**config.mk**
```make
export PLATFORM = sky130hd
export DESIGN_NAME = clock_offset_rate_estimator_unit_flat
export DESIGN_NICKNAME = d
export VERILOG_FILES = /design/src/sv/core_pkg.sv /design/src/sv/core_evt_if.sv /design/src/sv/core_est_if.sv /design/src/sv/clock_offset_rate_estimator_unit.sv /design/src/flat_wrapper.sv
export SDC_FILE = /design/constraint.sdc
export NUM_CORES = 2
export LEC_CHECK = 0
export BUFFER_PORTS_ARGS = -buffer_cell sky130_fd_sc_hd__buf_2
export CAP_MARGIN = 20
export CORE_MARGIN = 2
export CORE_UTILIZATION = 57
export DETAILED_ROUTE_END_ITERATION = 8
export PLACE_DENSITY_LB_ADDON = 0.12
export RECOVER_POWER = 100
export SLEW_MARGIN = 10
export SYNTH_ARGS = -nofsm -noshare
export SYNTH_HDL_FRONTEND = slang
export SYNTH_SLANG_ARGS = --single-unit
```
**constraint.sdc**
```tcl
create_clock -name clk -period 7.5 [get_ports clk]
set_clock_uncertainty 0.2 [all_clocks]
set_input_delay 1.875 -clock clk [delete_from_list [all_inputs] [get_ports clk]]
set_output_delay 1.875 -clock clk [all_outputs]
set_load 0.005 [all_outputs]
```
**src/sv/core_pkg.sv**
```systemverilog
package core_pkg;

  // Fixed point and framing
  localparam int RATE_FRAC_BITS = 32;
  localparam int STAMP_BYTES    = 8;

  // Field widths
  localparam int OP_W    = 2;
  localparam int BYTE_W  = 8;
  localparam int STAMP_W = 64;
  localparam int RATE_W  = 34;
  localparam int PROD_W  = RATE_W + STAMP_W;

  // Byte store and counters
  localparam int STORE_DEPTH = 2 * STAMP_BYTES;
  localparam int IDX_W       = $clog2(STORE_DEPTH);
  localparam int CNT_W       = $clog2(STORE_DEPTH + 1);
  localparam int DIV_STEPS   = STAMP_W + RATE_FRAC_BITS;
  localparam int STEP_W      = $clog2(DIV_STEPS);

  localparam logic [RATE_W-1:0] RATE_MAX = {RATE_W{1'b1}};

  // Event codes
  localparam logic [OP_W-1:0] OP_SYNC_BYTE = 2'd0;
  localparam logic [OP_W-1:0] OP_PROBE_ONE = 2'd1;
  localparam logic [OP_W-1:0] OP_PROBE_TWO = 2'd2;

endpackage

```
**src/sv/core_evt_if.sv**
```systemverilog
interface core_evt_if;
  logic                        valid;
  logic                        ready;
  logic [core_pkg::OP_W-1:0]    op;
  logic [core_pkg::BYTE_W-1:0]  rx_byte;
  logic [core_pkg::STAMP_W-1:0] now_us;

  modport source (output valid, op, rx_byte, now_us, input ready);
  modport sink   (input valid, op, rx_byte, now_us, output ready);
endinterface

```
**src/sv/core_est_if.sv**
```systemverilog
interface core_est_if;
  logic                               valid;
  logic                               ready;
  logic        [core_pkg::RATE_W-1:0]  rate_q32;
  logic signed [core_pkg::STAMP_W-1:0] offset_us;
  logic                               first_sync;
  logic                               rate_invalid;

  modport source (output valid, rate_q32, offset_us, first_sync, rate_invalid, input ready);
  modport sink   (input valid, rate_q32, offset_us, first_sync, rate_invalid, output ready);
endinterface

```
**src/sv/clock_offset_rate_estimator_unit.sv**
```systemverilog
// Channel  Dir  Beat contents
// evt      in   op, rx_byte, now_us (probe stamps and sync bytes)
// est      out  rate_q32, offset_us, first_sync, rate_invalid
//
// Probe events and non-final bytes are taken in the idle state and leave it idle.
// A timestamp's final byte starts a bit-serial run: a first sync runs a restoring
// divide (one quotient bit a cycle over 64+RATE_FRAC_BITS steps, skipped when the
// master interval is zero), then a 34-step shift-add multiply; later syncs run only the multiply.
// rst is synchronous and clears counters, probe stamps and the stored rate.
// A result waits in the output register; events are taken meanwhile, and a
// further result holds the core until that register is free.
module clock_offset_rate_estimator_unit (
  input  logic       clk,
  input  logic       rst,
  core_evt_if.sink   evt,
  core_est_if.source est
);

  localparam logic [3:0] S_IDLE   = 4'd0;
  localparam logic [3:0] S_MID0   = 4'd1;
  localparam logic [3:0] S_MID1   = 4'd2;
  localparam logic [3:0] S_DSUB   = 4'd3;
  localparam logic [3:0] S_NSUB   = 4'd4;
  localparam logic [3:0] S_DIV    = 4'd5;
  localparam logic [3:0] S_MSTART = 4'd6;
  localparam logic [3:0] S_MUL    = 4'd7;
  localparam logic [3:0] S_OFFS   = 4'd8;
  localparam logic [3:0] S_DONE   = 4'd9;

  localparam int SW = core_pkg::STAMP_W;
  localparam int RW = core_pkg::RATE_W;

  logic [3:0] state;

  // Control and sync state
  logic [core_pkg::CNT_W-1:0]  byte_count;
  logic                        synced;
  logic [SW-1:0]               probe_one;
  logic [SW-1:0]               probe_two;
  logic [SW-1:0]               first_reply;
  logic [RW-1:0]               rate_store;
  logic                        first_r;
  logic                        bad_r;
  logic [core_pkg::STEP_W-1:0] step;

  // Byte store, written at the count, read at fixed lanes
  logic [core_pkg::BYTE_W-1:0] byte_store [core_pkg::STORE_DEPTH];

  // Datapath registers
  logic [SW-1:0] work;       // now, then second midpoint, then dividend shifter
  logic [SW-1:0] den;
  logic [SW-1:0] rem;
  logic [RW-1:0] quo;
  logic          quo_ovf;
  logic [RW-1:0] mrate;
  logic [SW-1:0] acc_hi;
  logic [RW-1:0] acc_lo;
  logic [SW-1:0] offset_r;

  // Output register
  logic                 out_valid;
  logic [RW-1:0]        out_rate;
  logic signed [SW-1:0] out_offset;
  logic                 out_first;
  logic                 out_bad;

  logic [core_pkg::CNT_W-1:0] count_inc;
  logic                       accept;
  logic                       out_load;

  logic [SW-1:0] m0;
  logic [SW-1:0] m1;

  logic [SW-1:0] mid_a;
  logic [SW-1:0] mid_b;
  logic [SW:0]   mid_sum;
  logic [SW-1:0] sub_a;
  logic [SW-1:0] sub_b;
  logic [SW-1:0] sub_diff;

  logic [SW:0]   rem_sh;
  logic [SW:0]   rem_dif;
  logic          rem_ge;
  logic [SW-1:0] rem_next;
  logic [RW-1:0] quo_next;

  logic [SW:0]       madd;
  logic [core_pkg::PROD_W-1:0] product;
  logic [SW-1:0]     scaled;
  logic [SW:0]       odiff;

  assign accept    = evt.valid && evt.ready;
  assign evt.ready = (state == S_IDLE);
  assign count_inc = byte_count + 1'b1;
  assign out_load  = (state == S_DONE) && (!out_valid || est.ready);

  // Assemble the two little-endian master stamps
  always_comb begin
    m0 = '0;
    m1 = '0;
    for (int i = 0; i < core_pkg::STAMP_BYTES; i++) begin
      m0[8*i +: 8] = byte_store[i];
      m1[8*i +: 8] = byte_store[core_pkg::STAMP_BYTES + i];
    end
  end

  // Shared midpoint adder, 65-bit sum so it never wraps
  always_comb begin
    mid_a = probe_one;
    mid_b = first_r ? first_reply : work;
    if (state == S_MID1) begin
      mid_a = probe_two;
      mid_b = work;
    end
    mid_sum = {1'b0, mid_a} + {1'b0, mid_b};
  end

  // Shared interval subtractor, modulo 2^64
  always_comb begin
    sub_a = work;
    sub_b = probe_one;
    if (state == S_DSUB) begin
      sub_a = m1;
      sub_b = m0;
    end
    sub_diff = sub_a - sub_b;
  end

  // One restoring divide step
  always_comb begin
    rem_sh   = {rem, work[SW-1]};
    rem_ge   = (rem_sh >= {1'b0, den});
    rem_dif  = rem_sh - {1'b0, den};
    rem_next = rem_ge ? rem_dif[SW-1:0] : rem_sh[SW-1:0];
    quo_next = {quo[RW-2:0], rem_ge};
  end

  // One shift-add multiply step, rate LSB first
  assign madd = {1'b0, acc_hi} + (mrate[0] ? {1'b0, m0} : {(SW+1){1'b0}});

  // Scale, saturate, and form the offset difference (clamped to the signed range in S_OFFS)
  always_comb begin
    product = {acc_hi, acc_lo};
    if ((product >> (core_pkg::RATE_FRAC_BITS + SW)) != 0) begin
      scaled = {SW{1'b1}};
    end else begin
      scaled = SW'(product >> core_pkg::RATE_FRAC_BITS);
    end
    odiff = {1'b0, probe_one} - {1'b0, scaled};
  end

  // Sequencer
  always_ff @(posedge clk) begin
    if (rst) begin
      state       <= S_IDLE;
      byte_count  <= '0;
      synced      <= 1'b0;
      probe_one   <= '0;
      probe_two   <= '0;
      first_reply <= '0;
      rate_store  <= '0;
    end else begin
      unique case (state)
        S_IDLE: begin
          if (accept) begin
            case (evt.op)
              core_pkg::OP_PROBE_ONE: probe_one <= evt.now_us;
              core_pkg::OP_PROBE_TWO: probe_two <= evt.now_us;
              core_pkg::OP_SYNC_BYTE: begin
                if (byte_count < core_pkg::CNT_W'(core_pkg::STORE_DEPTH)) begin
                  byte_count <= count_inc;
                  if (!synced && count_inc == core_pkg::CNT_W'(core_pkg::STAMP_BYTES)) begin
                    first_reply <= evt.now_us;
                  end
                  if ((!synced && count_inc == core_pkg::CNT_W'(core_pkg::STORE_DEPTH)) ||
                      (synced && count_inc == core_pkg::CNT_W'(core_pkg::STAMP_BYTES))) begin
                    state <= S_MID0;
                  end
                end
              end
              default: ;
            endcase
          end
        end
        S_MID0: begin
          byte_count <= '0;
          probe_one  <= mid_sum[SW:1];
          state      <= first_r ? S_MID1 : S_MSTART;
        end
        S_MID1:   state <= S_DSUB;
        S_DSUB:   state <= S_NSUB;
        S_NSUB: begin
          synced <= 1'b1;
          if (den == '0) begin
            rate_store <= core_pkg::RATE_MAX;
            state      <= S_MSTART;
          end else begin
            state <= S_DIV;
          end
        end
        S_DIV: begin
          if (step == core_pkg::STEP_W'(core_pkg::DIV_STEPS - 1)) begin
            rate_store <= (quo_ovf || quo[RW-1]) ? core_pkg::RATE_MAX : quo_next;
            state      <= S_MSTART;
          end
        end
        S_MSTART: state <= S_MUL;
        S_MUL: begin
          if (step == core_pkg::STEP_W'(RW - 1)) begin
            state <= S_OFFS;
          end
        end
        S_OFFS: state <= S_DONE;
        S_DONE: begin
          if (out_load) begin
            state <= S_IDLE;
          end
        end
        default: state <= S_IDLE;
      endcase
    end
  end

  // Datapath, no reset needed
  always_ff @(posedge clk) begin
    case (state)
      S_IDLE: begin
        if (accept && evt.op == core_pkg::OP_SYNC_BYTE &&
            byte_count < core_pkg::CNT_W'(core_pkg::STORE_DEPTH)) begin
          byte_store[byte_count[core_pkg::IDX_W-1:0]] <= evt.rx_byte;
          work    <= evt.now_us;
          first_r <= !synced;
          bad_r   <= 1'b0;
        end
      end
      S_MID1: work <= mid_sum[SW:1];
      S_DSUB: den  <= sub_diff;
      S_NSUB: begin
        work    <= sub_diff;
        bad_r   <= (den == '0);
        rem     <= '0;
        quo     <= '0;
        quo_ovf <= 1'b0;
        step    <= '0;
      end
      S_DIV: begin
        work    <= {work[SW-2:0], 1'b0};
        rem     <= rem_next;
        quo     <= quo_next;
        quo_ovf <= quo_ovf | quo[RW-1];
        step    <= step + 1'b1;
      end
      S_MSTART: begin
        mrate  <= rate_store;
        acc_hi <= '0;
        acc_lo <= '0;
        step   <= '0;
      end
      S_MUL: begin
        acc_hi <= madd[SW:1];
        acc_lo <= {madd[0], acc_lo[RW-1:1]};
        mrate  <= {1'b0, mrate[RW-1:1]};
        step   <= step + 1'b1;
      end
      S_OFFS: begin
        if (odiff[SW] != odiff[SW-1]) begin
          offset_r <= odiff[SW] ? {1'b1, {(SW-1){1'b0}}} : {1'b0, {(SW-1){1'b1}}};
        end else begin
          offset_r <= odiff[SW-1:0];
        end
      end
      default: ;
    endcase
  end

  // Output register
  always_ff @(posedge clk) begin
    if (rst) begin
      out_valid <= 1'b0;
    end else if (out_load) begin
      out_valid <= 1'b1;
    end else if (est.ready) begin
      out_valid <= 1'b0;
    end
  end

  always_ff @(posedge clk) begin
    if (out_load) begin
      out_rate   <= rate_store;
      out_offset <= offset_r;
      out_first  <= first_r;
      out_bad    <= first_r && bad_r;
    end
  end

  assign est.valid        = out_valid;
  assign est.rate_q32     = out_rate;
  assign est.offset_us    = out_offset;
  assign est.first_sync   = out_first;
  assign est.rate_invalid = out_bad;

  // Checks
  a_invalid_rate: assert property (@(posedge clk) disable iff (rst)
    est.valid && est.rate_invalid |-> est.first_sync && est.rate_q32 == core_pkg::RATE_MAX)
    else $error("rate_invalid without saturated first-sync rate");

  a_synced_count: assert property (@(posedge clk) disable iff (rst)
    synced |-> byte_count <= core_pkg::CNT_W'(core_pkg::STAMP_BYTES))
    else $error("byte count past one stamp while synced");

  a_div_den: assert property (@(posedge clk) disable iff (rst)
    state == S_DIV |-> den != '0)
    else $error("divide running with zero master interval");

endmodule
```
**src/flat_wrapper.sv**
```systemverilog
// flat-port wrapper written by rule: the top's interface ports become plain ports
module clock_offset_rate_estimator_unit_flat 
  (clk, rst, evt_valid, evt_op, evt_rx_byte, evt_now_us, evt_ready, est_valid, est_rate_q32, est_offset_us, est_first_sync, est_rate_invalid, est_ready);
  core_evt_if evt_i ();
  core_est_if est_i ();
  input  logic clk;
  input  logic rst;
  input wire logic [$bits(evt_i.valid)-1:0] evt_valid;
  input wire logic [$bits(evt_i.op)-1:0] evt_op;
  input wire logic [$bits(evt_i.rx_byte)-1:0] evt_rx_byte;
  input wire logic [$bits(evt_i.now_us)-1:0] evt_now_us;
  output wire logic [$bits(evt_i.ready)-1:0] evt_ready;
  output wire logic [$bits(est_i.valid)-1:0] est_valid;
  output wire logic [$bits(est_i.rate_q32)-1:0] est_rate_q32;
  output wire logic [$bits(est_i.offset_us)-1:0] est_offset_us;
  output wire logic [$bits(est_i.first_sync)-1:0] est_first_sync;
  output wire logic [$bits(est_i.rate_invalid)-1:0] est_rate_invalid;
  input wire logic [$bits(est_i.ready)-1:0] est_ready;
  assign evt_i.valid = evt_valid;
  assign evt_i.op = evt_op;
  assign evt_i.rx_byte = evt_rx_byte;
  assign evt_i.now_us = evt_now_us;
  assign evt_ready = evt_i.ready;
  assign est_valid = est_i.valid;
  assign est_rate_q32 = est_i.rate_q32;
  assign est_offset_us = est_i.offset_us;
  assign est_first_sync = est_i.first_sync;
  assign est_rate_invalid = est_i.rate_invalid;
  assign est_i.ready = est_ready;
  clock_offset_rate_estimator_unit u_core (.clk(clk), .rst(rst), .evt(evt_i), .est(est_i));
endmodule
```
# Word level (Yosys, flattened, before mapping)
# Memories as Yosys holds them, arrays and structs flattened.
# Index checks and enable logic that the tools add are counted.
op_classes:
  mux: 47
  n_reduce_logical: 35
  n_eq_ne: 26
  n_addsub: 7
  magnitude_cmp: 2
  n_bitwise: 1
ops:
  columns: ["op", "n"]
  rows:
  - ["64-bit 2-to-1 mux", 13]
  - ["64-bit case mux with 2 select lines", 3]
  - ["34-bit case mux with 2 select lines", 4]
  - ["64-bit case mux with 4 select lines", 1]
  - ["64-bit subtractor", 2]
  - ["34-bit 2-to-1 mux", 3]
  - ["98-bit nonzero test", 1]
  - ["64-bit by 64-bit adder with 65-bit output", 1]
  - ["64-bit by 65-bit adder with 65-bit output", 1]
  - ["65-bit by 64-bit >= comparator with 1-bit output", 1]
  - ["64-bit by 64-bit subtractor with 65-bit output", 1]
  - ["64-bit zero test", 1]
  - ["4-bit case mux with 10 select lines", 1]
  - ["4-bit 2-to-1 mux", 7]
  - ["4-bit by 3-bit equality test with 1-bit output (second input constant)", 4]
  - ["5-bit 2-to-1 mux", 3]
  - ["7-bit case mux with 2 select lines", 1]
  - ["2-bit inequality test (second input constant)", 6]
  - ["2-bit nonzero test", 6]
  - ["5-bit case mux with 2 select lines", 1]
  - ["3-bit AND reduction", 3]
  - ["4-bit by 2-bit equality test with 1-bit output (second input constant)", 2]
  - ["4-bit equality test (second input constant)", 2]
  - ["1-bit logical AND", 8]
  - ["27 further kinds", 42]
word_totals:
  regBits: 769
  ram_bits: 128
  mem_count: 1
mem_list:
  columns: ["memory", "words", "width", "rd", "rd_ports_with_merged_regs", "wr", "line_no", "text"]
  rows:
  - ["u_core.byte_store", 16, 8, 16, 0, 1, "clock_offset_rate_estimator_unit.sv:47", "logic [core_pkg::BYTE_W-1:0] byte_store [core_pkg::STORE_DEPTH];"]

# Depth between registers and ports, before layout
depth:
  word_depth: 9
  ltp_mapped: 22
  depth_no_buf: 18

# Least setup slack after synthesis
# OpenSTA, ideal clock, no wires.
synth_timing:
  path_kind: "flip-flop to flip-flop"
  start: "register u_core.state[3]"
  end: "register u_core.work[56], data pin"
  t_arrival_ps: 6904
  setup_slack_ps: 121
  path_stages_with_launch: 23
  synth_period_minus_slack_ps: 7379
  setup_time_ps: 275
  path_buffers: 4
  path_cell_list: "dfxtp_1 buf_2 or2_2 clkbuf_1 nor2_1 clkbuf_1 clkbuf_1 nand2_1 o21ai_0 ha_1 inv_1 fa_1 a211oi_1 nor2_1 o311ai_1 o211ai_1 nand2_1 or4_1 a21oi_1 nor4b_1 o21bai_1 xnor2_1 o221ai_1"
synth_between:
  elab_chain_cells: 4
  elab_cells_between_ends: 12
  classes_between: "add/sub (2); eq/ne (4); mux (5); reduce/logical (1)"
synth_rtl:
  columns: ["item", "line_no", "text"]
  rows:
  - ["start: declaration", "clock_offset_rate_estimator_unit.sv:33", "logic [3:0] state;"]
  - ["start signal: assignment", "clock_offset_rate_estimator_unit.sv:188", "state <= first_r ? S_MID1 : S_MSTART;"]
  - ["4-bit by 2-bit equality test with 1-bit output, on equally long branches", "clock_offset_rate_estimator_unit.sv:122, clock_offset_rate_estimator_unit.sv:111, clock_offset_rate_estimator_unit.sv:226", null]
  - ["64-bit 2-to-1 mux, on equally long branches", "clock_offset_rate_estimator_unit.sv:122, clock_offset_rate_estimator_unit.sv:111", null]
  - ["64-bit subtractor / 64-bit by 64-bit adder with 65-bit output (equally long branches)", "clock_offset_rate_estimator_unit.sv:126, clock_offset_rate_estimator_unit.sv:115", null]
  - ["64-bit case mux with 4 select lines *", "clock_offset_rate_estimator_unit.sv:226", "case (state)"]
  - ["end signal: assignment", "clock_offset_rate_estimator_unit.sv:231", "work <= evt.now_us;"]
  - ["end signal: assignment", "clock_offset_rate_estimator_unit.sv:236", "S_MID1: work <= mid_sum[SW:1];"]
  - ["end signal: assignment", "clock_offset_rate_estimator_unit.sv:239", "work <= sub_diff;"]
  - ["end: declaration", "clock_offset_rate_estimator_unit.sv:50", "logic [SW-1:0] work;"]
# Mark *: on every way between the ends. The rest lies on a longest branch, timed or not.
# A chain may end at the register's enable or synchronous reset.

# Worst setup path in the final report
layout_timing:
  start: "input port rst"
  end: "register u_core.out_valid, in the netlist u_core.est.valid"
layout_lines:
  columns: ["item", "line_no", "text"]
  rows:
  - ["start: declaration", "flat_wrapper.sv:7", "input logic rst;"]
  - ["end signal: assignment", "clock_offset_rate_estimator_unit.sv:279", "out_valid <= 1'b0;"]
  - ["end signal: assignment", "clock_offset_rate_estimator_unit.sv:281", "out_valid <= 1'b1;"]
  - ["end signal: assignment", "clock_offset_rate_estimator_unit.sv:283", "out_valid <= 1'b0;"]
  - ["end: declaration", "clock_offset_rate_estimator_unit.sv:61", "logic out_valid;"]
# No word-level cell between the ends.

==> summary.md <==
| Metric | Value |
|---|---|
| Status | finished, violations left |
| Violated checks | max-capacitance violations, max-slew violations |
| Resized cells post-CTS | 0 |
| Leakage | 21.7 nW |
| Syn_area_per_cell | 9.13 µm² |
| Max_cap viols | 28 |
| Synth Flop Type | edfxtp_1 |
| Area leader, netlist | edfxtp_1 |
| Clk_lat worst skew | 0.73 ns |
| Slowest CP cell | clkbuf_1 |
| Nets | 6,372 |
| Min Tclk post-route | 7.11 ns |
| Inst Count DP | 7,124 |
| IO buf count | 179 |
| Die Y | 313 µm |
| Vias/cell | 6.45 |
| Die area | 0.0982 mm² |
| Final setup fails | 0 |
| Clock slew at reported path FFs | 0.06 ns |
| Vias in the first global route | 45,200 |
| H-tree Lvls | 3 |
| Crit path max fanout | 73 |
| Post-Route WL | 189,000 µm |
| Hold Path Origin | u_core.offset_r[7]$_DFFE_PP_ |
| Post-synthesis cell type count | 88 |
| Initial DRT Pass Iterations | 6 |
| Post-route setup TNS | 0 ns |
| Count of final hold-check violations | 0 |
| GP Congestion | 1.01 |
| Worst path most repeated cell | clkbuf_1 |
| CTS Hold Buffers Added | 0 |
| RSZ-0062 raised after global routing | no |
| Root Driver | clkbuf_16 |
| Setup CP Type | in2reg |
| Actual slew at the worst max-slew pin | 4.23 ns |
| Worst Setup End Kind | flop |
| Max Freq | 141 MHz |
| Post-synth EDFFs | 628 |
| Synth Warn # | 0 |
| Worst Hold Path EP | u_core.est.offset_us[7]$_DFFE_PP_ |
| # clock sinks | 865 |
| Post-route ant nets | 0 |
| All-Layer GR Usage | 37.8% |
| Clk buf depth | 3 |
| Final Slew Violations | 1,185 |
| Share of layout cells above drive strength 1 | 8.52% |
| Min-delay worst type | reg2reg |
| Worst r2r dst | u_core.work[56]$_DFFE_PP_ |
| Syn nets | 6,382 |
| Via count | 47,200 |
| PD cells | 183 mW/mm² |
| Hold Path Depth | 0 |
| DRT iter0 DRCs | 5,148 |
| Gate Count Post-Synth | 5,974 |
| CP max stage delay | 2.39 ns |
| Die X | 313 µm |
| Global-route wire length before repair | 281,000 µm |
| Initial Util | 57.5% |
| Post-CTS Setup Inserts | 0 |
| R2R Setup Slk | 0.48 ns |
| Slew HR | -182% |
| Pin count of the biggest net entering global routing | 105 |
| Asr flop ratio synth | 0% |
| GR Overflow Total | 0 |
| Worst-path cell chain | buf_6, clkbuf_1, clkbuf_1, nor2_1 |
| Core Region | 0.0949 mm² |
| Placement Rows | 113 |
| CP Launch Type | input port |
| Drt wl/cell | 25.9 µm |
| Worst VDD drop | 0.219 mV |
| Yosys top cell area share | 34.6% |
| R2r startpoint | u_core.state[0]$_SDFFE_PP0P_ |
| Crit path DAT | 7.32 ns |
| DRC Markers | 0 |
| Hpwl dp | 141,000 µm |
| Area delta synth->final | 8.94% |
| Sequential fraction of the synthesis area | 43.3% |
| Initial antenna violation count | 11 |
| Final Non-Filler Cells | 7,319 |
| CTS tree | done |
| Synth Register Bits | 865 |
| Final period utilization | 94.7% |
| Worst Path Required | 7.71 ns |
| Post-Syn Area | 0.0545 mm² |
| Num CTS Buffers | 96 |
| Synth area leaders | edfxtp_1 (35%), dfxtp_1 (8.7%), ha_1 (7.5%), nand2_1 (6.5%), a21oi_1 (6.1%) |
| Worst R2R Path Depth | 16 |
| I/O Pins | 180 |
[worst max-delay path, delay by kind of cell]
family,cells,cell delay (ns)
buffers and inverters,3,4.85
AND/OR/NAND/NOR,1,0.43
[power breakdown]
group	switching, mW	internal (mW)	total [mW]
sequential	0.0825	5.15	5.23
clock	2.10	2.78	4.88
combinational	0.521	0.239	0.760
total	2.70	8.16	10.9
[placed cells by master, fill, tap and decap left out, types with 31 or more instances in the layout]
cell type and count:
a211oi_1 46, a21o_1 177, a21oi_1 664, a221o_1 40, a311oi_1 31, a31oi_1 42, and2_1 96, buf_2 110
buf_4 39, clkbuf_1 128, clkbuf_16 98, dfxtp_1 237, edfxtp_1 628, ha_1 325, inv_1 173, mux2_2 124
mux2i_1 69, nand2_1 941, nand2b_1 39, nand3_1 124, nand4_1 95, nor2_1 399, nor2b_1 43, nor3_1 82
o211ai_1 31, o21a_1 42, o21ai_0 372, o21bai_1 61, o221a_2 35, xnor2_1 179, xor2_1 119
[registers in the layout, summed over array words and instances (netlist names), 64 cells and up]
name	count
u_core.acc_hi	64
u_core.rem	64
u_core.first_reply	64
u_core.work	64
u_core.offset_r	64
u_core.est.offset_us	64
u_core.probe_one	64
u_core.byte_store	128
u_core.den	64
u_core.probe_two	64
[routing by layer]
metal | GRT usage [%] | vias to the layer above | wire (µm)
met1 | 47.4 | 22500 | 73200
met3 | 8.37 | 546 | 18100
met5 | 0 | - | 82
li1 | - | 21800 | -
met2 | 59.7 | 2297 | 84600
met4 | 22.9 | 12 | 13500
[area by class of cell]
cell class                 instances  area, µm²
fill                            8190      35500
multi-input combinational       4570      29000
sequential                       865      23600
clock buffer                     136       2690
tap                             1265       1580
timing repair buffer             256       1340
inverter                         175        658
clock inverter                    46        572
antenna                            6       15.0
[metrics by stage]
stage	utilization [%]	instance area (µm²)	setup slack, ns	total power [mW]	hold WS (ns)
3_5_place_dp	59.4	56400	1.14	6.06	0.205
2_1_floorplan	-	54500	0.121	5.73	0.200
4_1_cts	62.9	59600	1.09	10.9	0.214
5_1_grt	62.6	59400	0.318	11.1	0.221
6_report	62.6	59400	0.395	10.9	0.217
3_3_place_gp	59.4	56400	1.24	6.06	0.202
[cell usage after synthesis (40+ instances only)]
| cell type | n |
|---|---|
| a211oi_1 | 46 |
| a21o_1 | 177 |
| a21oi_1 | 664 |
| a221o_1 | 40 |
| a31oi_1 | 41 |
| and2_1 | 118 |
| clkbuf_1 | 343 |
| dfxtp_1 | 237 |
| edfxtp_1 | 628 |
| ha_1 | 325 |
| inv_1 | 175 |
| mux2_2 | 126 |
| mux2i_1 | 69 |
| nand2_1 | 944 |
| nand3_1 | 125 |
| nand4_1 | 95 |
| nor2_1 | 403 |
| nor2b_1 | 43 |
| nor3_1 | 83 |
| o21a_1 | 43 |
| o21ai_0 | 372 |
| o21bai_1 | 61 |
| xnor2_1 | 179 |
| xor2_1 | 119 |
[how the worst max path moves through the flow]
stage               cells after the start                            start                                end  slack (ns)
CTS                                    17     u_core.state[0]$_SDFFE_PP0P_  u_core.probe_one[61]$_SDFFE_PP0P_        1.09
global placement                       16     u_core.state[0]$_SDFFE_PP0P_  u_core.probe_one[61]$_SDFFE_PP0P_        1.24
floorplan                              22     u_core.state[3]$_SDFFE_PP0P_          u_core.work[56]$_DFFE_PP_        0.12
detailed placement                     16     u_core.state[0]$_SDFFE_PP0P_          u_core.work[55]$_DFFE_PP_        1.14
global route                           16  u_core.acc_hi[62]$_SDFFCE_PN0P_      u_core.offset_r[19]$_DFFE_PP_        0.32
finish                                  4                              rst      u_core.est.valid$_SDFFE_PP0P_        0.39
[logic make-up (layout without fill, tap and decap cells)]
family / count (synthesis) / count (layout) / share of synthesized area [%]
AND/OR/NAND/NOR: 1989 / 1989 / 16.4
AO/OA/AOI/OAI: 1756 / 1756 / 20.3
flip-flops: 865 / 865 / 43.3
buffers and inverters: 539 / 613 / 3.74
adder cells (fa/ha/maj): 332 / 332 / 7.68
XOR/XNOR: 298 / 298 / 4.79
multiplexers: 195 / 195 / 3.87
other: 0 / 6 / 0
(Power assumes the default switching activity.)
